<file path="src/rtl/assert_macros.svh">
// Assertion macros shared by the tracker RTL.
// Needs a clock named clk and an active-low reset named rst_n in the using module.
`ifndef ASSERT_MACROS_SVH
`define ASSERT_MACROS_SVH
`ifndef SYNTHESIS
`define PTRK_ASSERT(lbl, prop, msg) \
  lbl: assert property (@(posedge clk) disable iff (!rst_n) prop) else $error(msg);
`define PTRK_NEVER(lbl, cond, msg) \
  lbl: assert property (@(posedge clk) disable iff (!rst_n) !(cond)) else $error(msg);
`else
`define PTRK_ASSERT(lbl, prop, msg)
`define PTRK_NEVER(lbl, cond, msg)
`endif
`endif

</file>
<file path="src/rtl/ptrk_fifo.sv">
// Short register queue between the front end and the execution back end.
// No dependencies.
`timescale 1ns / 1ps
module ptrk_fifo #(
  parameter int WIDTH = 8,
  parameter int DEPTH = 2
) (
  input  logic             clk,
  input  logic             rst_n,
  input  logic             push,
  input  logic [WIDTH-1:0] wdata,
  output logic             full,
  input  logic             pop,
  output logic [WIDTH-1:0] rdata,
  output logic             nonempty
);
  localparam int PW = (DEPTH > 1) ? $clog2(DEPTH) : 1;
  localparam int CW = $clog2(DEPTH + 1);

  logic [WIDTH-1:0] slot_q [DEPTH];
  logic [PW-1:0]    wp_r, wp_nxt, rp_r, rp_nxt;
  logic [CW-1:0]    cnt_r, cnt_nxt;
  logic             do_push, do_pop;

  assign full     = (cnt_r == CW'(DEPTH));
  assign nonempty = (cnt_r != '0);
  assign do_push  = push && !full;
  assign do_pop   = pop && nonempty;
  assign rdata    = slot_q[rp_r];

  always_comb begin
    wp_nxt  = wp_r;
    rp_nxt  = rp_r;
    cnt_nxt = cnt_r;
    if (do_push) begin
      wp_nxt = (wp_r == PW'(DEPTH - 1)) ? '0 : wp_r + 1'b1;
    end
    if (do_pop) begin
      rp_nxt = (rp_r == PW'(DEPTH - 1)) ? '0 : rp_r + 1'b1;
    end
    if (do_push && !do_pop) begin
      cnt_nxt = cnt_r + 1'b1;
    end else if (do_pop && !do_push) begin
      cnt_nxt = cnt_r - 1'b1;
    end
  end

  always_ff @(posedge clk) begin
    if (!rst_n) begin
      wp_r  <= '0;
      rp_r  <= '0;
      cnt_r <= '0;
    end else begin
      wp_r  <= wp_nxt;
      rp_r  <= rp_nxt;
      cnt_r <= cnt_nxt;
    end
  end

  always_ff @(posedge clk) begin
    if (do_push) begin
      slot_q[wp_r] <= wdata;
    end
  end
endmodule

</file>
<file path="config.mk">
export PLATFORM = sky130hd
export DESIGN_NAME = ptrk_fifo
export DESIGN_NICKNAME = d
export VERILOG_FILES = /design/src/rtl/assert_macros.svh /design/src/rtl/ptrk_fifo.sv
export SDC_FILE = /design/constraint.sdc
export NUM_CORES = 1
export LEC_CHECK = 0
export ABC_CLOCK_PERIOD_IN_PS = 2100
export BUFFER_PORTS_ARGS = -buffer_cell sky130_fd_sc_hd__buf_2
export CAP_MARGIN = 20
export CORE_UTILIZATION = 45
export CTS_CLUSTER_SIZE = 30
export DETAILED_ROUTE_END_ITERATION = 8
export GPL_ROUTABILITY_DRIVEN = 0
export PLACE_DENSITY_LB_ADDON = 0.25
export SYNTH_ARGS = -nofsm -noshare
export SYNTH_HDL_FRONTEND = slang
export SYNTH_SLANG_ARGS = --single-unit
</file>
<file path="constraint.sdc">
create_clock -name clk -period 2.1 [get_ports clk]
set_input_delay 0.21 -clock clk [delete_from_list [all_inputs] [get_ports clk]]
set_output_delay 0.21 -clock clk [all_outputs]
set_load 0.03 [all_outputs]
</file>
Word-level counts from Yosys, hierarchy flattened
Memory sizes are Yosys's and may differ from the RTL's. A register that Yosys moved wholly into a read port is not among the register bits.
Index checks and enable logic that the tools add are counted.
{ "classes": {"n_addsub": 4, "n_mul": 0, "div": 0, "n_lt_le_gt_ge": 0, "n_eq_ne": 1, "n_shift": 0, "mux": 8, "bitwise_logic": 0, "reduce_logical": 9} }
{ "ops": {"columns": ["op", "count"], "rows": [
  ["$mux W1", 6],
  ["$logic_and A1 B1 Y1", 4],
  ["$mux W2", 2],
  ["$reduce_bool A2 Y1", 2],
  ["$logic_not A1 Y1", 3],
  ["$add A1 B1 Y1 const B", 2],
  ["$add A2 B1 Y2 const B", 1],
  ["$eq A2 B2 Y1 const B", 1],
  ["$sub A2 B1 Y2 const B", 1]
]} }
{ "totals": {"regBits": 4, "latchBits": 0, "mem_bits_rw": 16, "rom_bits": 0, "input_bits": 12, "output_inout_bits": 10, "memories": 1} }
{ "mem_list": {"columns": ["name", "depth", "word_bits", "read_ports", "rd_ports_with_merged_regs", "wr", "line", "text"], "rows": [
  ["slot_q", 2, 8, 1, 1, 1, "ptrk_fifo.sv:20", "logic [WIDTH-1:0] slot_q [DEPTH];"]
]} }

Longest topological paths before layout
Gate-level depths: netlist of the first run.
{ "depth": {"word_depth": 7, "depth_mapped": 7} }

Least setup slack after synthesis of the first run
Ideal clock, no wire load.
{ "synth_timing": {"path_type": "register to register", "from": "register cnt_r[0]", "to": "register cnt_r[1]", "setup_time_ns": 0.070, "arrival_time_ns": 1.592, "required_time_ns": 2.030, "slack_ns": 0.439, "path_stages_with_launch": 7, "n_path_buf": 0, "path_cell_list": "dfxtp_1 nand2b_1 inv_1 nor2_1 ha_1 or3_1 a21oi_1"} }
{ "synth_between": {"elab_chain_cells": 6, "elab_cells_between_ends": 14, "cone_classes": "add/sub (2); eq/ne (1); mux (2); reduce/logical (9)"} }
{ "synth_rtl": {"columns": ["element", "line", "text"], "rows": [
  ["start: declaration", "ptrk_fifo.sv:22", "logic [CW-1:0] cnt_r, cnt_nxt;"],
  ["start signal: assignment", "ptrk_fifo.sv:56", "cnt_r <= cnt_nxt;"],
  ["$eq A2 B2 Y1 (*)", "ptrk_fifo.sv:25", "assign full = (cnt_r == CW'(DEPTH));"],
  ["via full", "ptrk_fifo.sv:12", "output logic full,"],
  ["$logic_not A1 Y1 (*)", "ptrk_fifo.sv:27", "assign do_push = push && !full;"],
  ["$logic_and A1 B1 Y1 (*)", "ptrk_fifo.sv:27", null],
  ["$logic_not A1 Y1", "ptrk_fifo.sv:43", "end else if (do_pop && !do_push) begin"],
  ["$logic_and A1 B1 Y1", "ptrk_fifo.sv:43", null],
  ["$reduce_bool A2 Y1 (no source line)", null, null]
]} }
Mark *: on every way through the listed nets, which the timed path passes. The rest lies on a longest branch. The select of a mux whose other input is x is not followed.
A chain may end at the register's enable or synchronous reset.

==> qor.yml, run 1 <==
p_sw_share_pct: 35.8
first_pass_iters: 3
synth_adder_area_share_pct: 1.55
grt_pass1_wl_um: 1750
synth_xor_area_share_pct: 3.26
grt_pass1_vias: 431
relSlewSlack_pct: 74.1
synth_top_family_by_area: "multiplexers"
clock-sinks: 21
syn_inst: 51
fin_nets: 90
wirelength_um: 1120
cp.required_ns: 1.89
dp_slack_ns: 0.515
grt_antenna_before_repair: 0
diodes: 0
synth-simple-area-share_pct: 6.21
rsz0062_at_grt: "false"
grt_start_max_net_pins: 12
cp.arrival_ns: 1.40
drc_errors: 0
finClkSkew_ns: 0.00205
synth_warnings: 0
syn_area_um2: 806
core-area_mm2: 0.00159
grt_overflow_total: 0
max_freq_mhz: 622
drive_above_1_share_pct: 46.1
critPathMaxFanout: 8
die_h_um: 44.3
reg2reg_slack_ns: 0.50
vias_per_cell: 4.72
fin_crit_sh_pct: 76.6
startpoint_type: "register"
ir_drop_mv: 0.718
path_clk_slew_ns: 0.11
drtIter0Drc: 16
dpl_cell_area_um2: 943
row_count: 14
slew_viol_final: 0
worstReg2RegStart: "cnt_r[0]"
hpwl_um: 820
final_common_cell: "buf_2"
final.min_clock_period_ns: 1.61
power.internal_mw: 0.780
ys_seq_elements: 21
layout_common_cells: "buf_2 (21), edfxtp_1 (16), mux2_2 (8)"
vias: 472
cts-resized-gates: 0
worstSkewPairLatency_ns: 0.29
cts_tree: "yes"
hold_path.class: "in2reg"
clock_path_buffers: 2
yosys.cell_types.count: 17
die_area_mm2: 0.00196
muxShareOfSynthArea_pct: 11.2
h-tree-depth: 1
numCtsBuffers: 3
setup_ws_ns: 0.491
port_buffers: 21
ys_seq_area_share_pct: 72.0
setup_violations: 0
power.share.combinational_pct: 37.1
io_pins: 22
wl_per_cell_um: 11.2
maxCapViolations: 0
ff2ff_path_depth: 4
cts_root_buf: "clkbuf_4"
r2r_end: "cnt_r[1]"
powerDensity_mw_per_mm2: 1250
avgSynthCellArea_um2: 15.8
multi_input_area_um2: 209
fin_area_um2: 970
p_switching_mw: 0.435
clock_power_share_pct: 14.9
grt_usage_pct: 13.3
cts_setup_buffers: 0
num-fill-cells: 135
worstSetupEndpointType: "output port"
area_delta_synth_final_pct: 20.3
seqPwrFrac_pct: 48.0
syn_nets: 64
finalHoldViolations: 0
regArea_um2: 581
ant_nets: 0
setup_tns_ns: 0
synth_compound_area_share_pct: 3.73
leakage_nw: 0.397
die_w_um: 44.3
cts_hold_buf: 0
critical_path_class: "reg2out"
worst_pin_slew_ns: 0.387
initial_utilization_pct: 50.5
cp-endpoint: "rdata[4]"
outcome: "completed"
area by class of cell:
cell class,count,area share [%]
well taps,24,3.10
clock buffers,4,2.71
repair buffers,22,11.6
inverters,3,1.16
multi-input cells,26,21.5
flip-flops and latches,21,59.9
worst min path at each step:
stage / end / cells after the start / slack [ns] / start
2_1_floorplan: slot_q[0][0] / 0 / 0.31 / wdata[0]
3_3_place_gp: slot_q[1][6] / 1 / 0.40 / wdata[6]
3_5_place_dp: slot_q[0][1] / 1 / 0.40 / wdata[1]
4_1_cts: slot_q[1][1] / 1 / 0.09 / wdata[1]
5_1_grt: slot_q[1][0] / 1 / 0.09 / wdata[0]
6_report: slot_q[0][6] / 1 / 0.11 / wdata[6]
synthesized netlist by cell type:
master / instances / area share, %
or3_1: 1 / 0.78
a21boi_0: 1 / 0.93
o21ai_0: 2 / 1.2
buf_2: 1 / 0.62
and3_1: 1 / 0.78
dfxtp_1: 5 / 12
or2_2: 1 / 0.78
inv_1: 3 / 1.4
o21a_1: 1 / 0.93
xor2_1: 3 / 3.3
a21oi_1: 1 / 0.62
mux2_2: 8 / 11
nor3_2: 1 / 1.2
nor2_1: 4 / 1.9
nand2b_1: 1 / 0.78
ha_1: 1 / 1.6
edfxtp_1: 16 / 60
kinds of logic after synthesis:
kind of cell | count (synthesis)
fa+ha+maj | 1
simple gates | 9
xor+xnor | 3
mux | 8
compound gates | 5
buf+inv | 4
flops | 21
stage by stage:
step | std cells | hold slack, ns | util, % | power (mW)
global route | 100 | 0.0891 | 60.8 | 1.28
global placement | 96 | 0.397 | 59.2 | 1.04
finish | 100 | 0.105 | 60.8 | 1.22
floorplan | 51 | 0.309 | - | 0.930
CTS | 100 | 0.0946 | 60.8 | 1.23
detailed placement | 96 | 0.402 | 59.2 | 1.05
sequential cells by signal, indices dropped and copies added, names as in the netlist, named ones only:
register  cells
slot_q       16
cnt_r         2
rp_r          1
wp_r          1
power groups by stage:
stage / clock, mW / combinational, mW / sequential [mW]
CTS: 0.187 / 0.455 / 0.586
floorplan: 0 / 0.365 / 0.564
detailed placement: 0 / 0.453 / 0.594
finish: 0.181 / 0.451 / 0.583
global route: 0.200 / 0.486 / 0.596
global placement: 0 / 0.446 / 0.591
critical path, stage by stage (launching register included):
cell and delay (ns):
dfxtp_1 0.55, mux2_2 0.38, buf_2 0.18
metal layers:
metal	vias to the layer above	GRT usage (%)	routed length, µm
met5	-	0	0
met4	0	9.09	20
met3	2	2.86	65
met2	16	22.4	568
met1	219	15.0	463
li1	235	-	-
Note: power is estimated with default switching activity, not from simulation.
==> inputs of run 2 (changes only) <==
- ABC_CLOCK_PERIOD_IN_PS: 2100 -> 1570
- clock period: 2.1 -> 1.57 ns (I/O delays scaled with it)
==> run 2 against run 1 <==
  * First-iteration DRC count is 56% lower
  * Clock power is 38% higher
  * Non-clock buffer count is 1 higher
  * Critical endpoint is now cnt_r[1]
  * Highest routed layer unchanged
==> qor.yml, run 2 (synthesized netlist as in run 1, its figures left out) <==
grt_pass1_wl_um: 1760  # +0.80%
placed_cells: 97  # +1.0%
hpwl_um: 811  # -0.99%
core-area_mm2: 0.00159  # unchanged
cts_setup_buffers: 0  # unchanged
final_cells: 101  # +1.0%
drtIter0Drc: 7  # -9
row_count: 14  # unchanged
vias: 478  # +1.3%
critPathMaxFanout: 5  # -3
num-fill-cells: 133  # -1.5%
die_h_um: 44.3  # unchanged
multi_input_area_um2: 216  # +3.6%
outcome: "completed"
wl_per_cell_um: 11.2  # +0.69%
hold_path.class: "in2reg"
finalHoldViolations: 0  # unchanged
path_clk_slew_ns: 0.11  # about the same
relSlewSlack_pct: 73.8  # -0.29 points
grt_usage_pct: 13.1  # -0.16 points
h-tree-depth: 1  # unchanged
die_area_mm2: 0.00196  # unchanged
drc_errors: 0  # unchanged
cts_hold_buf: 0  # unchanged
area_delta_synth_final_pct: 23.1
grt_pass1_vias: 452  # +4.9%
numCtsBuffers: 3  # unchanged
startpoint_type: "register"
final_common_cell: "buf_2"
maxCapViolations: 0  # unchanged
cts_tree: "yes"
ant_nets: 0  # unchanged
regArea_um2: 587  # +1.1%
wirelength_um: 1140  # +1.7%
layout_common_cells: "buf_2 (21), edfxtp_1 (16), mux2_2 (8)"
die_w_um: 44.3  # unchanged
cp.required_ns: 1.80  # -0.09 ns
reg_top3: "slot_q: 16 flops, cnt_r: 2 flops"
initial_utilization_pct: 50.5  # unchanged
vias_per_cell: 4.73  # +0.27%
max_freq_mhz: 664
fin_nets: 91  # +1.1%
port_buffers: 21  # unchanged
cp.arrival_ns: 1.74  # +0.34 ns
critical_path_class: "reg2reg"
diodes: 0  # unchanged
grt_antenna_before_repair: 0  # unchanged
worstSetupEndpointType: "register"
final.min_clock_period_ns: 1.51
cts_root_buf: "clkbuf_4"
fin_crit_sh_pct: 96.0
finClkSkew_ns: 0.00550  # +0.00345 ns
clock-sinks: 21  # unchanged
clock_path_buffers: 2  # unchanged
first_pass_iters: 4  # +1
setup_violations: 0  # unchanged
grt_start_max_net_pins: 13  # +1
leakage_nw: 0.407  # +2.4%
regMostFlops: "slot_q"
finish.utilization_pct: 62.2  # +1.4 points
io_pins: 22  # unchanged
grt_overflow_total: 0  # unchanged
worst_pin_slew_ns: 0.393  # +0.00643 ns
drive_above_1_share_pct: 54.5  # +8.5 points
powerDensity_mw_per_mm2: 1690  # +35%
worstSkewPairLatency_ns: 0.30  # about the same
slew_viol_final: 0  # unchanged
largest_reg_flops: 16  # unchanged
ir_drop_mv: 1.07  # +49%
==> run 2: cell count changes in the layout (fill, tap and decap cells not counted), sizes merged <==
cell	previous run	this run
buf	22	23
clkbuf	4	3
clkinv	0	1
==> run 2: worst paths after layout <==
kind	start	end	slack [ns]	cells past startpoint
min reg2reg	rp_r	register	0.52	2
max	cnt_r[0]	cnt_r[1]	0.06	6
max reg2reg	cnt_r[0]	cnt_r[1]	0.06	6
min	wdata[0]	slot_q[1][0]	0.04	1
==> run 2: final cells by class <==
class	count	share of cell area (%)
Clock buffer	3	2.27
Sequential cell	21	59.1
Multi-Input combinational cell	26	21.8
Tap cell	24	3.03
Timing Repair Buffer	23	12.1
Inverter	3	1.13
Clock inverter	1	0.504
==> run 2: power by group <==
part           leakage (nW)  switching, mW  internal, mW  total (mW)
clock                0.0177          0.155        0.0949       0.249
sequential            0.192         0.0779         0.720       0.798
combinational         0.197          0.371         0.260       0.631
total                 0.407          0.603          1.08        1.68
==> run 2: per-layer routing <==
layer	share of wire, %	vias to the layer above	GRT usage (%)
met4	2.2	0	9.09
met1	44	223	13.7
met5	0	-	0
li1	-	234	-
met2	49	17	23.2
met3	5.2	4	2.86
==> run 2: metrics by stage <==
stage	setup slack, ns	total power [mW]	TNS [ns]	instance area [µm²]	hold slack (ns)
floorplan	0.00582	1.25	0	806	0.256
finish	0.0630	1.68	0	992	0.0374
detailed placement	0.00882	1.42	0	951	0.349
global placement	0.0766	1.40	0	951	0.344
CTS	0.0333	1.67	0	981	0.0324
global route	-0.00651	1.77	-0.00651	992	0.0274
==> run 2: worst max-delay path: stages, from the launching register on <==
cell	delay, ns
dfxtp_4	0.37
nand2b_4	0.14
inv_2	0.07
nor2_1	0.04
ha_1	0.32
or3_1	0.37
a21oi_1	0.12
==> run 2: timing repair <==
action	CTS	global route
pin swaps	0	2
gates resized for setup	2	4
endpoints found under the setup margin	9	1
cloned	0	0
==> inputs of run 3 (changes only) <==
- PLACE_DENSITY: not set -> 0.7
- PLACE_DENSITY_LB_ADDON: 0.25 -> not set
==> run 3 against run 2 <==
  * Wire length grew 1.9%
  * Clock power is essentially flat
  * Critical path depth is the same
==> qor.yml, run 3 (synthesized netlist as in run 1, its figures left out) <==
setup_violations: 0  # unchanged
final_cells: 101  # unchanged
core-area_mm2: 0.00159  # unchanged
grt_overflow_total: 0  # unchanged
row_count: 14  # unchanged
p_switching_mw: 0.603  # about the same
wl_met1_um: 561  # +13%
grt_antenna_before_repair: 0  # unchanged
hold_path.class: "in2reg"
final.min_clock_period_ns: 1.50  # -0.00853 ns
cp.arrival_ns: 1.73  # about the same
setup_tns_ns: 0  # unchanged
reg2reg_slack_ns: 0.07  # about the same
ir_drop_mv: 1.10  # +3.0%
ant_nets: 0  # unchanged
powerDensity_mw_per_mm2: 1690  # about the same
diodes: 0  # unchanged
relSlewSlack_pct: 73.5  # -0.33 points
leakage_nw: 0.407  # about the same
finClkSkew_ns: 0.00344  # -0.00206 ns
wl_met2_um: 523  # -5.6%
grt_pass1_vias: 434  # -4.0%
grt_pass1_wl_um: 1840  # +4.3%
regMostFlops: "slot_q"
initial_utilization_pct: 50.5  # unchanged
drtIter0Drc: 2  # -5
h-tree-depth: 1  # unchanged
worstSetupEndpointType: "register"
largest_reg_flops: 16  # unchanged
port_buffers: 21  # unchanged
routed.top_layer: "met4"
fin_crit_sh_pct: 95.4  # -0.54 points
startpoint_type: "register"
die_h_um: 44.3  # unchanged
reg_top3: "slot_q: 16 flops, cnt_r: 2 flops"
first_pass_iters: 4  # unchanged
cts_hold_buf: 0  # unchanged
grt_start_max_net_pins: 13  # unchanged
maxCapViolations: 0  # unchanged
p_total_mw: 1.68  # about the same
wl_per_cell_um: 11.5  # +1.9%
power.share.combinational_pct: 37.7  # about the same
wl_met3_um: 65  # +10%
vias: 476  # -0.42%
holdWs_ns: 0.0416  # +0.00418 ns
layout_common_cells: "buf_2 (21), edfxtp_1 (16), mux2_2 (8)"
hpwl_um: 822  # +1.3%
vias_per_cell: 4.71  # -0.42%
power.internal_mw: 1.07  # about the same
fin_area_um2: 992  # unchanged
area_delta_synth_final_pct: 23.1  # unchanged
seqPwrFrac_pct: 47.6  # about the same
cts_tree: "yes"
numCtsBuffers: 3  # unchanged
cts_root_buf: "clkbuf_4"
path_clk_slew_ns: 0.11  # about the same
worst_pin_slew_ns: 0.398  # +0.00493 ns
io_pins: 22  # unchanged
die_w_um: 44.3  # unchanged
clock_path_buffers: 2  # unchanged
finalHoldViolations: 0  # unchanged
rsz0062_at_grt: "false"
outcome: "completed"
grt_usage_pct: 14.0  # +0.88 points
drive_above_1_share_pct: 54.5  # unchanged
drc_errors: 0  # unchanged
fin_nets: 91  # unchanged
slew_viol_final: 0  # unchanged
clock-sinks: 21  # unchanged
cp.required_ns: 1.80  # about the same
critical_path_class: "reg2reg"
critPathMaxFanout: 5  # unchanged
worstSkewPairLatency_ns: 0.29  # about the same
placed_cells: 97  # unchanged
clock_power_share_pct: 14.7  # -0.2 points
wirelength_um: 1160  # +1.9%
die_area_mm2: 0.00196  # unchanged
p_sw_share_pct: 35.9  # about the same
max_freq_mhz: 667  # +0.57%
final_common_cell: "buf_2"
dpl_cell_area_um2: 951  # unchanged
[run 3: cell counts in the layout (fill, tap and decap cells not counted)]
No cell type changed its count.
[run 3: layout make-up]
class                   instances  area (µm²)
fillers                       136         602
flip-flops and latches         21         587
multi-input cells              26         216
repair buffers                 23         120
well taps                      24        30.0
clock buffers                   3        22.5
inverters                       3        11.3
clock inverters                 1        5.00
[run 3: worst max-delay path: stages (launching register included)]
cell and delay, ns:
dfxtp_4 0.37, nand2b_4 0.14, inv_2 0.06, nor2_1 0.04, ha_1 0.30, or3_1 0.38, a21oi_1 0.14
[run 3: worst paths after layout]
kind | start | to | depth (start not counted)
worst max-delay path | cnt_r[0] | cnt_r[1] | 6
worst min-delay path | wdata[1] | slot_q[1][1] | 1
worst max register to register | cnt_r[0] | cnt_r[1] | 6
worst min register to register | cnt_r[1] | cnt_r[1] | 2
[run 3: repair_timing]
item,CTS,global route
gates cloned,0,0
pin swaps,0,0
setup endpoints to repair,9,1
hold endpoints to repair,0,0
buffers inserted,0,0
resized for setup,2,4
[run 3: per-layer routing]
layer	up-vias	global-route usage, %
met5	-	0
met4	0	9.09
met2	17	20.3
met3	2	5.71
li1	236	-
met1	221	17.3
[run 3: power groups by stage]
stage	Clock [mW]	Sequential (mW)	Combinational [mW]
detailed placement	0	0.794	0.620
floorplan	0	0.755	0.491
global route	0.287	0.821	0.675
finish	0.246	0.799	0.632
CTS	0.258	0.786	0.620
global placement	0	0.788	0.609
[run 3: stage by stage]
step / worst slack (ns) / util (%)
final: 0.0716 / 62.2
after global routing: 0.00536 / 62.2
after CTS: 0.0316 / 61.5
after detailed placement: 0.0207 / 59.7
after global placement: 0.0802 / 59.7
after floorplan: 0.00582 / -
