<file path="config.mk">
export PLATFORM = sky130hd
export DESIGN_NAME = ptrk_front
export DESIGN_NICKNAME = d
export VERILOG_FILES = /design/src/rtl/ptrk_pkg.sv /design/src/rtl/ptrk_mod.sv /design/src/rtl/ptrk_front.sv
export VERILOG_INCLUDE_DIRS = /design/src /design/src/rtl
export SDC_FILE = /design/constraint.sdc
export NUM_CORES = 1
export LEC_CHECK = 0
export BUFFER_PORTS_ARGS = -buffer_cell sky130_fd_sc_hd__buf_4
export CAP_MARGIN = 20
export CORE_UTILIZATION = 21
export DETAILED_ROUTE_END_ITERATION = 10
export PLACE_DENSITY_LB_ADDON = 0.3
export SYNTH_ARGS = -nofsm -noshare
export SYNTH_HDL_FRONTEND = slang
export SYNTH_SLANG_ARGS = --single-unit
</file>
<file path="constraint.sdc">
create_clock -name clk -period 2 [get_ports clk]
set_clock_uncertainty 0.15 [all_clocks]
set_input_delay 0.3 -clock clk [delete_from_list [all_inputs] [get_ports clk]]
set_output_delay 0.3 -clock clk [all_outputs]
set_load 0.03 [all_outputs]
</file>
<file path="src/rtl/assert_macros.svh">
// Assertion macros shared by the tracker RTL.
// Needs a clock named clk and an active-low reset named rst_n in the using module.
`ifndef ASSERT_MACROS_SVH
`define ASSERT_MACROS_SVH
`ifndef SYNTHESIS
`define PTRK_ASSERT(lbl, prop, msg) \
  lbl: assert property (@(posedge clk) disable iff (!rst_n) prop) else $error(msg);
`define PTRK_NEVER(lbl, cond, msg) \
  lbl: assert property (@(posedge clk) disable iff (!rst_n) !(cond)) else $error(msg);
`else
`define PTRK_ASSERT(lbl, prop, msg)
`define PTRK_NEVER(lbl, cond, msg)
`endif
`endif

</file>
<file path="src/rtl/ptrk_pkg.sv">
// Shared types and sizes for the per-caller page usage tracker.
// No dependencies.
`timescale 1ns / 1ps
package ptrk_pkg;

  // The table and page map sizes are fixed by the slot and page number port widths.
  localparam int TABLE_ENTRIES_DEF = 1024;
  localparam int NUM_PAGES_DEF     = 65536;
  localparam int MAX_ORDER_DEF     = 10;
  localparam int PAGE_KB_SHIFT_DEF = 2;

  localparam int TAG_W  = 64;
  localparam int SLOT_W = 10;
  localparam int KB_W   = 32;
  localparam int USE_W  = 11;
  localparam int KIND_W = 3;

  typedef enum logic [1:0] {
    MODE_ALLOC = 2'd0,
    MODE_FREE  = 2'd1,
    MODE_READ  = 2'd2,
    MODE_NOP   = 2'd3
  } mode_t;

  typedef enum logic [1:0] {
    ST_OK     = 2'd0,
    ST_DIS    = 2'd1,
    ST_FULL   = 2'd2,
    ST_UNUSED = 2'd3
  } status_t;

  // Work class decided by the front end.
  typedef enum logic [KIND_W-1:0] {
    K_DIS   = 3'd0,
    K_ALLOC = 3'd1,
    K_FREE  = 3'd2,
    K_READ  = 3'd3,
    K_NOP   = 3'd4
  } kind_t;

endpackage

</file>
<file path="src/rtl/ptrk_mod.sv">
// Remainder by a constant power-of-two divisor, registered: result ready in the
// cycle after start. No dependencies.
`timescale 1ns / 1ps
module ptrk_mod #(
  parameter int IW  = 64,
  parameter int DIV = 1024
) (
  input  logic                   clk,
  input  logic                   rst_n,
  input  logic                   start,
  input  logic [IW-1:0]          din,
  output logic                   done,
  output logic [$clog2(DIV)-1:0] rem
);
  localparam int RW = $clog2(DIV);
  localparam int EW = (IW > RW) ? IW : RW;

  logic          done_r;
  logic [EW-1:0] dext;
  logic [RW-1:0] rem_r;

  assign done = done_r;
  assign dext = EW'(din);
  assign rem  = rem_r;

  always_ff @(posedge clk) begin
    if (!rst_n) begin
      done_r <= 1'b0;
    end else begin
      done_r <= start;
    end
  end

  always_ff @(posedge clk) begin
    if (start) begin
      rem_r <= dext[RW-1:0];
    end
  end
endmodule

</file>
<file path="src/rtl/ptrk_front.sv">
// Front end: takes input beats, holds the enable register, classifies each item,
// reduces the page number and queues the item. Uses ptrk_pkg and ptrk_mod.
`timescale 1ns / 1ps
module ptrk_front #(
  parameter int MAX_ORDER = ptrk_pkg::MAX_ORDER_DEF,
  parameter int QW        = 8
) (
  input  logic                        clk,
  input  logic                        rst_n,
  input  logic                        cfg_valid,
  output logic                        cfg_ready,
  input  logic                        cfg_tracking_enabled,
  input  logic                        in_valid,
  output logic                        in_ready,
  input  logic [1:0]                  in_mode,
  input  logic [15:0]                 in_page_index,
  input  logic [3:0]                  in_alloc_order,
  input  logic [ptrk_pkg::TAG_W-1:0]  in_caller_tag,
  input  logic [ptrk_pkg::SLOT_W-1:0] in_entry_slot,
  input  logic                        init_done,
  output logic                        q_push,
  output logic [QW-1:0]               q_data,
  input  logic                        q_full
);
  import ptrk_pkg::*;

  localparam int NUM_PAGES = NUM_PAGES_DEF;
  localparam int PG_W      = $clog2(NUM_PAGES);
  localparam int OW        = $clog2(MAX_ORDER + 2);

  typedef enum logic [2:0] {
    F_IDLE = 3'b001,
    F_MOD  = 3'b010,
    F_PUSH = 3'b100
  } fstate_t;

  fstate_t             state_r, state_nxt;
  logic                en_r;
  kind_t               kind_r, kind_w;
  logic [OW-1:0]       ord_r, ord_w;
  logic [TAG_W-1:0]    tag_r;
  logic [SLOT_W-1:0]   slot_r;
  logic [PG_W-1:0]     page_r;
  logic                accept, mod_done;
  logic [PG_W-1:0]     mod_rem;

  assign cfg_ready = 1'b1;
  assign in_ready  = init_done && (state_r == F_IDLE);
  assign accept    = in_valid && in_ready;
  assign q_push    = (state_r == F_PUSH);
  assign q_data    = {kind_r, page_r, ord_r, tag_r, slot_r};

  ptrk_mod #(.IW(16), .DIV(NUM_PAGES)) u_page_mod (
    .clk   (clk),
    .rst_n (rst_n),
    .start (accept),
    .din   (in_page_index),
    .done  (mod_done),
    .rem   (mod_rem)
  );

  always_comb begin
    if (!en_r) begin
      kind_w = K_DIS;
    end else begin
      case (mode_t'(in_mode))
        MODE_ALLOC: kind_w = K_ALLOC;
        MODE_FREE:  kind_w = K_FREE;
        MODE_READ:  kind_w = K_READ;
        default:    kind_w = K_NOP;
      endcase
    end
    if (5'(in_alloc_order) > 5'(MAX_ORDER)) begin
      ord_w = OW'(MAX_ORDER);
    end else begin
      ord_w = OW'(in_alloc_order);
    end
  end

  always_comb begin
    state_nxt = state_r;
    case (state_r)
      F_IDLE:  if (accept) state_nxt = F_MOD;
      F_MOD:   if (mod_done) state_nxt = F_PUSH;
      F_PUSH:  if (!q_full) state_nxt = F_IDLE;
      default: state_nxt = F_IDLE;
    endcase
  end

  always_ff @(posedge clk) begin
    if (!rst_n) begin
      state_r <= F_IDLE;
      en_r    <= 1'b0;
    end else begin
      state_r <= state_nxt;
      if (cfg_valid && cfg_ready) begin
        en_r <= cfg_tracking_enabled;
      end
    end
  end

  always_ff @(posedge clk) begin
    if (accept) begin
      kind_r <= kind_w;
      ord_r  <= ord_w;
      tag_r  <= in_caller_tag;
      slot_r <= in_entry_slot;
    end
    if (state_r == F_MOD && mod_done) begin
      page_r <= mod_rem;
    end
  end

`include "assert_macros.svh"
  `PTRK_ASSERT(a_push_after_mod, q_push |-> $past(state_r) == F_MOD || $past(q_full), "push without reduced page")
  `PTRK_NEVER(a_no_accept_in_init, accept && !init_done, "item taken during clearing pass")
endmodule

</file>
### After elaboration in Yosys (flattened, before gate mapping)

Index checks and enable logic that the tools add are counted.

| word-level totals | value |
|---|---|
| register bits after elaboration | 12 |
| input bits | 103 |
| output and inout bits | 11 |
| word-level logic and storage cells | 16 |

| operators by class | value |
|---|---|
| equality and inequality tests | 6 |
| mux-type cells | 4 |
| reduce and logical (&&, ||, !) cells | 3 |

Operator list:

| kind | number |
|---|---|
| 2-to-1 mux 3 bit | 3 |
| case mux 3 bit (3 select lines) | 1 |
| != test 2 x 1 -> 1 bit, second input constant | 2 |
| == test 3 x 1 -> 1 bit, second input constant | 1 |
| == test 3 x 2 -> 1 bit, second input constant | 1 |
| == test 3 bit, second input constant | 1 |
| AND reduction 3 bit | 1 |
| logical AND 1 bit | 2 |
| != test 2 bit, second input constant | 1 |

### Logic depth before layout (Yosys ltp)

Gate-level depths: netlist of run 1.

| depth | value |
|---|---|
| depth after elaboration | 5 |
| gate-level depth with buffers | 3 |
| mapped depth without buffers | 3 |

### Hierarchy

A second synthesis of run 1 with hierarchy kept.

| second synthesis, totals | value |
|---|---|
| cell total of the unflattened synthesis | 49 |
| area, all modules | 947.2 um^2 |

By module, submodules not included:

| module | instances | cells an instance | area an instance (um^2) | seq. area each (um^2) |
|---|---|---|---|---|
| ptrk_mod | 1 | 18 | 506.7 | 500.5 |
| ptrk_front | 1 | 31 | 440.4 | 300.3 |

### Worst setup path before layout of run 1

Ideal clock, no wire load.

| timing | value |
|---|---|
| path kind | register to output |
| start point | reg state_r[2] |
| end point | out q_push |
| arrival | 1117 ps |
| data required time | 1550 ps |
| slack | 433 ps |
| cell stages (with the launch flop) | 2 |
| buffers on the path | 0 |
| path through | dfxtp_1 nor3b_1 |

| on the way | value |
|---|---|
| word-level cells in the longest chain between the ends | 1 |

Ends and longest elaborated chain:

| element | line | text |
|---|---|---|
| start, declared | ptrk_front.sv:37 | `fstate_t state_r, state_nxt;` |
| start signal, assigned | ptrk_front.sv:95 | `state_r <= state_nxt;` |
| == test 3 bit | ptrk_front.sv:50 | `assign q_push = (state_r == F_PUSH);` |
| end, declared | ptrk_front.sv:21 | `output logic q_push,` |

Every way passes these cells.

### Worst setup path after layout of run 1

| timing | value |
|---|---|
| start point | reg state_r[1] |
| end point | out in_ready |

| on the way | value |
|---|---|
| word-level cells in the longest chain between the ends | 2 |

Ends and longest elaborated chain:

| element | line | text |
|---|---|---|
| == test 3 x 1 -> 1 bit | ptrk_front.sv:48 | `assign in_ready = init_done && (state_r == F_IDLE);` |
| logical AND 1 bit | ptrk_front.sv:48 |  |
| end, declared | ptrk_front.sv:14 | `output logic in_ready,` |

Every way passes these cells.

==> results of run 1 <==
## kinds of logic (layout without fill, tap and decap cells)
kind of cell / count (synthesis) / count (layout) / share of synthesized area [%]
buffers and inverters: 2 / 28 / 2.49
AO/OA/AOI/OAI: 4 / 4 / 5.52
other: 1 / 1 / 0.828
AND/OR/NAND/NOR: 12 / 12 / 20.4
flip-flops: 12 / 12 / 70.7
## worst max-delay path, stage by stage (launching register included)
cell and delay [ns]:
dfxtp_1 0.46, and4bb_2 0.28, buf_4 0.17
## state kept, by name, summed over array words and instances (netlist names)
signal / count
slot_r: 8
state_r: 3
u_page_mod.done: 1
## layer usage
metal / track usage [%] / vias up / wire length [µm] / share of wire (%)
li1: - / 169 / - / -
met3: 5.97 / 2 / 88 / 9.3
met2: 12.4 / 17 / 407 / 43
met1: 11.6 / 164 / 447 / 47
met4: 4.41 / 0 / 7 / 0.74
met5: 0 / - / 0 / 0
## final cells by class
cell class	count	area [µm²]	area share [%]
clock buffer	3	22.5	3.32
clock inverter	1	3.75	0.554
inverter	1	3.75	0.554
multi-input combinational	17	121	17.9
sequential	12	320	47.2
tap	27	33.8	4.98
timing repair buffer	23	173	25.5
## metrics by stage
stage               hold WS (ns)  area, µm²  instances  setup slack, ns  total power (µW)
CTS                       0.0405        678         84            0.365               512
global placement           0.330        652         80            0.658               363
finish                    0.0515        678         84            0.371               504
detailed placement         0.330        652         80            0.671               363
floorplan                  0.230        453         31            0.433               327
global route              0.0352        678         84            0.325               527
## power by group
part / leakage [µW] / switching [µW] / total [µW] / internal (µW)
Sequential: 0.000107 / 7.70 / 285 / 277
Combinational: 0.000158 / 37.5 / 72.7 / 35.1
Clock: 0.0000154 / 74.4 / 147 / 72.1
Total: 0.000280 / 120 / 504 / 384
## path summary, 6_finish.rpt
check | endpoint | depth (start not counted) | slack, ns | start
max | in_ready | 2 | 0.37 | state_r[1]$_SDFFE_PN0P_
max reg2reg | slot_r[6]$_DFFE_PP_ | 3 | 0.64 | state_r[0]$_SDFFE_PN1P_
min reg2reg | state_r[0]$_SDFFE_PN1P_ | 2 | 0.46 | state_r[0]$_SDFFE_PN1P_
min | slot_r[0]$_DFFE_PP_ | 1 | 0.05 | in_entry_slot[0]
## layout by cell type, fill, tap and decap left out, drive strengths merged
cell type,synthesis,final
clkbuf,0,3
nor2,1,1
inv,1,1
and4bb,1,1
buf,1,23
edfxtp,8,8
nor3b,2,2
nand2b,2,2
nor3,1,1
nor4bb,1,1
nand3b,1,1
clkinv,0,1
o21ai,2,2
and3b,1,1
nand4b,1,1
a21oi,1,1
and3,1,1
dfxtp,4,4
o311a,1,1
conb,1,1
==> qor.yml, run 1 <==
peakVddDrop_uv: 488
final_nets: 161
cts_hold_buffers: 0
worstPathMaxFanout: 8
die_area_um2: 2350
detail_route.wl_per_cell_um: 11.3
drt_iter0_markers: 1
pin_count: 114
fillCellCount: 222
place_congestion: 0.746
clk_pin_slew_ns: 0.07
synth-warning-count: 0
antenna_found_initial: 0
cp_data_required_time_ns: 1.55
netlist_top_cells_area: "edfxtp_1, dfxtp_1, nor3b_1"
syn_inst: 31
outcome: "finished, final reports clean"
totalWireLength_um: 950
die_y_um: 48.4
clkSinkCount: 12
p_leak_uw: 0.000280
end_kind: "primary output"
dp_hpwl_um: 717
portBuffers: 22
grt_use_total_pct: 9.33
cts_resized: 0
postCtsSetupRepairBufs: 0
critPathKind: "register to primary output"
vias: 352
tns_ns: 0
avgSynthCellArea_um2: 14.6
grt_remaining_overflow: 0
tritoncts: "yes"
max_cap_viol_count: 0
numCtsBuffers: 3
clk-insertion-delay-late_ns: 0.27
ant_nets: 0
start_util_pct: 22.6
yosys.cell_count.top_type: "edfxtp_1"
antenna-diode-count: 0
ys_top_cells_by_count: "edfxtp_1, dfxtp_1, nor3b_1"
yosysTopAreaCellShare_pct: 53.0
hold_class: "primary input to register"
drive_above_1_share_pct: 49.1
synthFlopType: "edfxtp_1"
cts-root-buf: "clkbuf_4"
areaGrowthSynthToFinish_pct: 49.7
drt_pre_antenna_iters: 2
grt_pass1_wl_mm: 1.52
synth_edf_count: 8
max_freq_mhz: 614
finalCriticalPeriod_ns: 1.63
clk_path_buf_depth: 2
htree_levels: 1
powerDensity_nw_per_um2: 743
utilization_pct: 33.9
viasPerCell: 4.19
grt_max_degree: 10
ys_seq_area_share_pct: 70.7
rsz0062_at_grt: "false"
cp.arrival_ns: 1.18
ys_ff_latch: 12
hold_viol: 0
setup_viol: 0
first_global_vias: 323
core_area_um2: 2000
synth_nets: 134
synth_largest_area_cell: "edfxtp_1"
rows: 16
final_max_slew_viol_count: 0
fin_crit_sh_pct: 81.5
drc: 0
synth_cell_type_count: 20
cp-start-kind: "register"
die_x_um: 48.4
synth_area_um2: 453
async_flop_share_pct: 0
Note: power is estimated with default switching activity, not from simulation.
==> inputs of run 2 (changes only) <==
--- a/config.mk
+++ b/config.mk
@@ -8,7 +8,7 @@
 export LEC_CHECK = 0
 export BUFFER_PORTS_ARGS = -buffer_cell sky130_fd_sc_hd__buf_4
 export CAP_MARGIN = 20
-export CORE_UTILIZATION = 21
+export CORE_UTILIZATION = 19
 export DETAILED_ROUTE_END_ITERATION = 10
 export PLACE_DENSITY_LB_ADDON = 0.3
 export SYNTH_ARGS = -nofsm -noshare
==> constraint.sdc (replaced) <==
create_clock -name clk -period 1.32 [get_ports clk]
set_clock_uncertainty 0.15 [all_clocks]
set_input_delay 0.198 -clock clk [delete_from_list [all_inputs] [get_ports clk]]
set_output_delay 0.198 -clock clk [all_outputs]
set_load 0.03 [all_outputs]
==> run 2 against run 1 <==
The run now ends with negative setup slack left. Highest routed layer is now met3. Count of clock-buffer cells in the layout stayed put. Global-route usage about the same. Hold slack got worse by 0.032 ns. Setup slack worse by 0.45 ns. Sequential share of layout area decreased by 7.9 points. Critical path depth unchanged. Critical endpoint unchanged. Total power is 60% higher. Cell area is 22% higher.
==> qor.yml, run 2 (synthesis results as in run 1) <==
rsz0062_at_grt: "true"  # was false
crit_chain: "and4bb_2, buf_6"  # was and4bb_2, buf_4
worstHoldStart: "in_valid"  # was in_entry_slot[0]
final_max_slew_viol_count: 0  # unchanged
p_sw_share_pct: 23.6  # was 23.7%
p_switching_uw: 191  # was 120 µW
totalWireLength_mm: 1.01  # was 950 µm
grt_max_degree: 10  # unchanged
design_area_um2: 830  # was 678 µm²
numCtsBuffers: 3  # unchanged
clk_pin_slew_ns: 0.07  # about the same
final_common_cell: "buf_4"  # unchanged
die_area_um2: 2580  # was 2350 µm²
final_nets: 174  # was 161
cp-start-kind: "register"  # unchanged
r2r_slack_ns: 0.01  # was 0.64 ns
core_area_um2: 2230  # was 2000 µm²
hold_class: "primary input to register"  # unchanged
setup_viol: 2  # was 0
critPathKind: "register to primary output"  # unchanged
largest_register_ffs: 8  # unchanged
max_cap_viol_count: 0  # unchanged
r2r_start: "state_r[2]$_SDFFE_PN0P_"  # was state_r[0]$_SDFFE_PN1P_
r2r_end: "slot_r[4]$_DFFE_PP_"  # was slot_r[6]$_DFFE_PP_
cp.arrival_ns: 1.05  # was 1.18 ns
die_x_um: 50.8  # was 48.4 µm
combPwrFrac_pct: 19.3  # was 14.4%
power.internal_uw: 616  # was 384 µW
slowest_delay_ns: 0.36  # was 0.46 ns
first_global_vias: 391  # was 323
r2r_cells: 3  # unchanged
final_cell_mix: "buf_4, dlygate4sd3_1, edfxtp_1"  # was buf_4, edfxtp_1, dfxtp_1
regArea_um2: 327  # was 320 µm²
drive_above_1_share_pct: 52.9  # was 49.1%
worstPathMaxFanout: 4  # was 8
die_y_um: 50.8  # was 48.4 µm
regMostFlops: "slot_r"  # unchanged
antenna-diode-count: 0  # unchanged
clk-insertion-delay-late_ns: 0.26  # was 0.27 ns
grt_remaining_overflow: 0  # unchanged
viasPerCell: 3.85  # was 4.19
areaGrowthSynthToFinish_pct: 83.1  # was 49.7%
placedInstanceArea_um2: 676  # was 652 µm²
fin_crit_sh_pct: 106
multi_input_area_um2: 129  # was 121 µm²
tritoncts: "yes"  # unchanged
tns_ns: -0.0939  # was 0 ns
drc: 0  # unchanged
clkSinkCount: 12  # unchanged
cp_data_required_time_ns: 0.97  # was 1.55 ns
crit_family: "flip-flops"  # unchanged
finalCriticalPeriod_ns: 1.40
clk_path_buf_depth: 2  # unchanged
detail_route.wl_per_cell_um: 10.3  # was 11.3 µm
layout_setup_ws_ns: -0.0799  # was 0.371 ns
drt_iter0_markers: 4  # was 1
stdcell_count: 98  # was 84
htree_levels: 1  # unchanged
max_freq_mhz: 714
peakVddDrop_uv: 385  # was 488 µV
p_clk_share_pct: 27.6  # was 29.1%
grt_pass1_wl_mm: 1.67  # was 1.52 mm
dp_cells: 82  # was 80
powerDensity_nw_per_um2: 973  # was 743 nW/µm²
p_leak_uw: 0.000342  # was 0.000280 µW
hold_viol: 0  # unchanged
power_frac_seq_pct: 53.1  # was 56.5%
outcome: "complete, but fails checks"  # was finished, final reports clean
portBuffers: 22  # unchanged
rows: 17  # was 16
start_util_pct: 20.3  # was 22.6%
crit_buf_inv: 1  # unchanged
drt_pre_antenna_iters: 4  # was 2
grt_use_total_pct: 9.29  # was 9.33%
hold_end: "u_page_mod.done$_SDFF_PN0_"  # was slot_r[0]$_DFFE_PP_
end_kind: "primary output"  # unchanged
antenna_found_initial: 0  # unchanged
hold_depth: 2  # was 1
fillCellCount: 232  # was 222
place_congestion: 0.801  # was 0.746
vias: 377  # was 352
utilization_pct: 37.1  # was 33.9%
critPathSlowestCell: "dfxtp_4"  # was dfxtp_1
pin_count: 114  # unchanged
finalHoldWorstSlack_ns: 0.0190  # was 0.0515 ns
cts-root-buf: "clkbuf_4"  # unchanged
violations: "negative setup slack"
ant_nets: 0  # unchanged
==> run 2: routing by layer <==
layer  vias up  track usage, %  part of all wire (%)
met4         0            2.78                     0
met1       170            10.4                    44
met5         -               0                     0
met3         0            4.76                   5.9
met2        14            15.3                    50
li1        193               -                     -
==> run 2: metrics by stage <==
step           setup WS (ns)  power (µW)
6_report             -0.0799         807
5_1_grt               -0.134         855
4_1_cts              -0.0928         819
3_5_place_dp          0.0224         561
3_3_place_gp          0.0206         561
2_1_floorplan         -0.145         496
==> run 2: cell type report <==
type / count / share of cell area [%]
flip-flops and latches: 12 / 39.4
clock buffers: 3 / 2.71
well taps: 28 / 4.22
clock inverters: 1 / 0.452
repair buffers: 36 / 37.3
inverters: 1 / 0.452
multi-input cells: 17 / 15.5
==> run 2: how the worst max path moves through the flow <==
stage                                  from                   to  cells past startpoint
finish              state_r[1]$_SDFFE_PN0P_             in_ready                      2
global route        state_r[2]$_SDFFE_PN0P_             in_ready                      2
floorplan           state_r[2]$_SDFFE_PN0P_               q_push                      1
detailed placement  state_r[2]$_SDFFE_PN0P_  slot_r[4]$_DFFE_PP_                      3
global placement    state_r[2]$_SDFFE_PN0P_  slot_r[2]$_DFFE_PP_                      3
CTS                 state_r[2]$_SDFFE_PN0P_             in_ready                      2
==> run 2: timing repair <==
item	in CTS	in global routing
buffers inserted	2	1
pin swaps	1	2
hold buffers	9	0
hold endpoints to repair	9	0
gates resized for setup	4	2
endpoints found under the setup margin	2	10
==> run 2: worst register-to-register path, cell delays in order, from the launching register on <==
cell and delay, ns:
dfxtp_2 0.35, nand4b_1 0.21, nor2_2 0.18, buf_12 0.14
==> run 2: power by group through the flow <==
stage / sequential (µW) / combinational [µW] / clock (µW)
finish: 429 / 156 / 223
CTS: 428 / 155 / 236
detailed placement: 440 / 122 / 0
global route: 431 / 168 / 256
floorplan: 461 / 35.0 / 0
global placement: 439 / 121 / 0
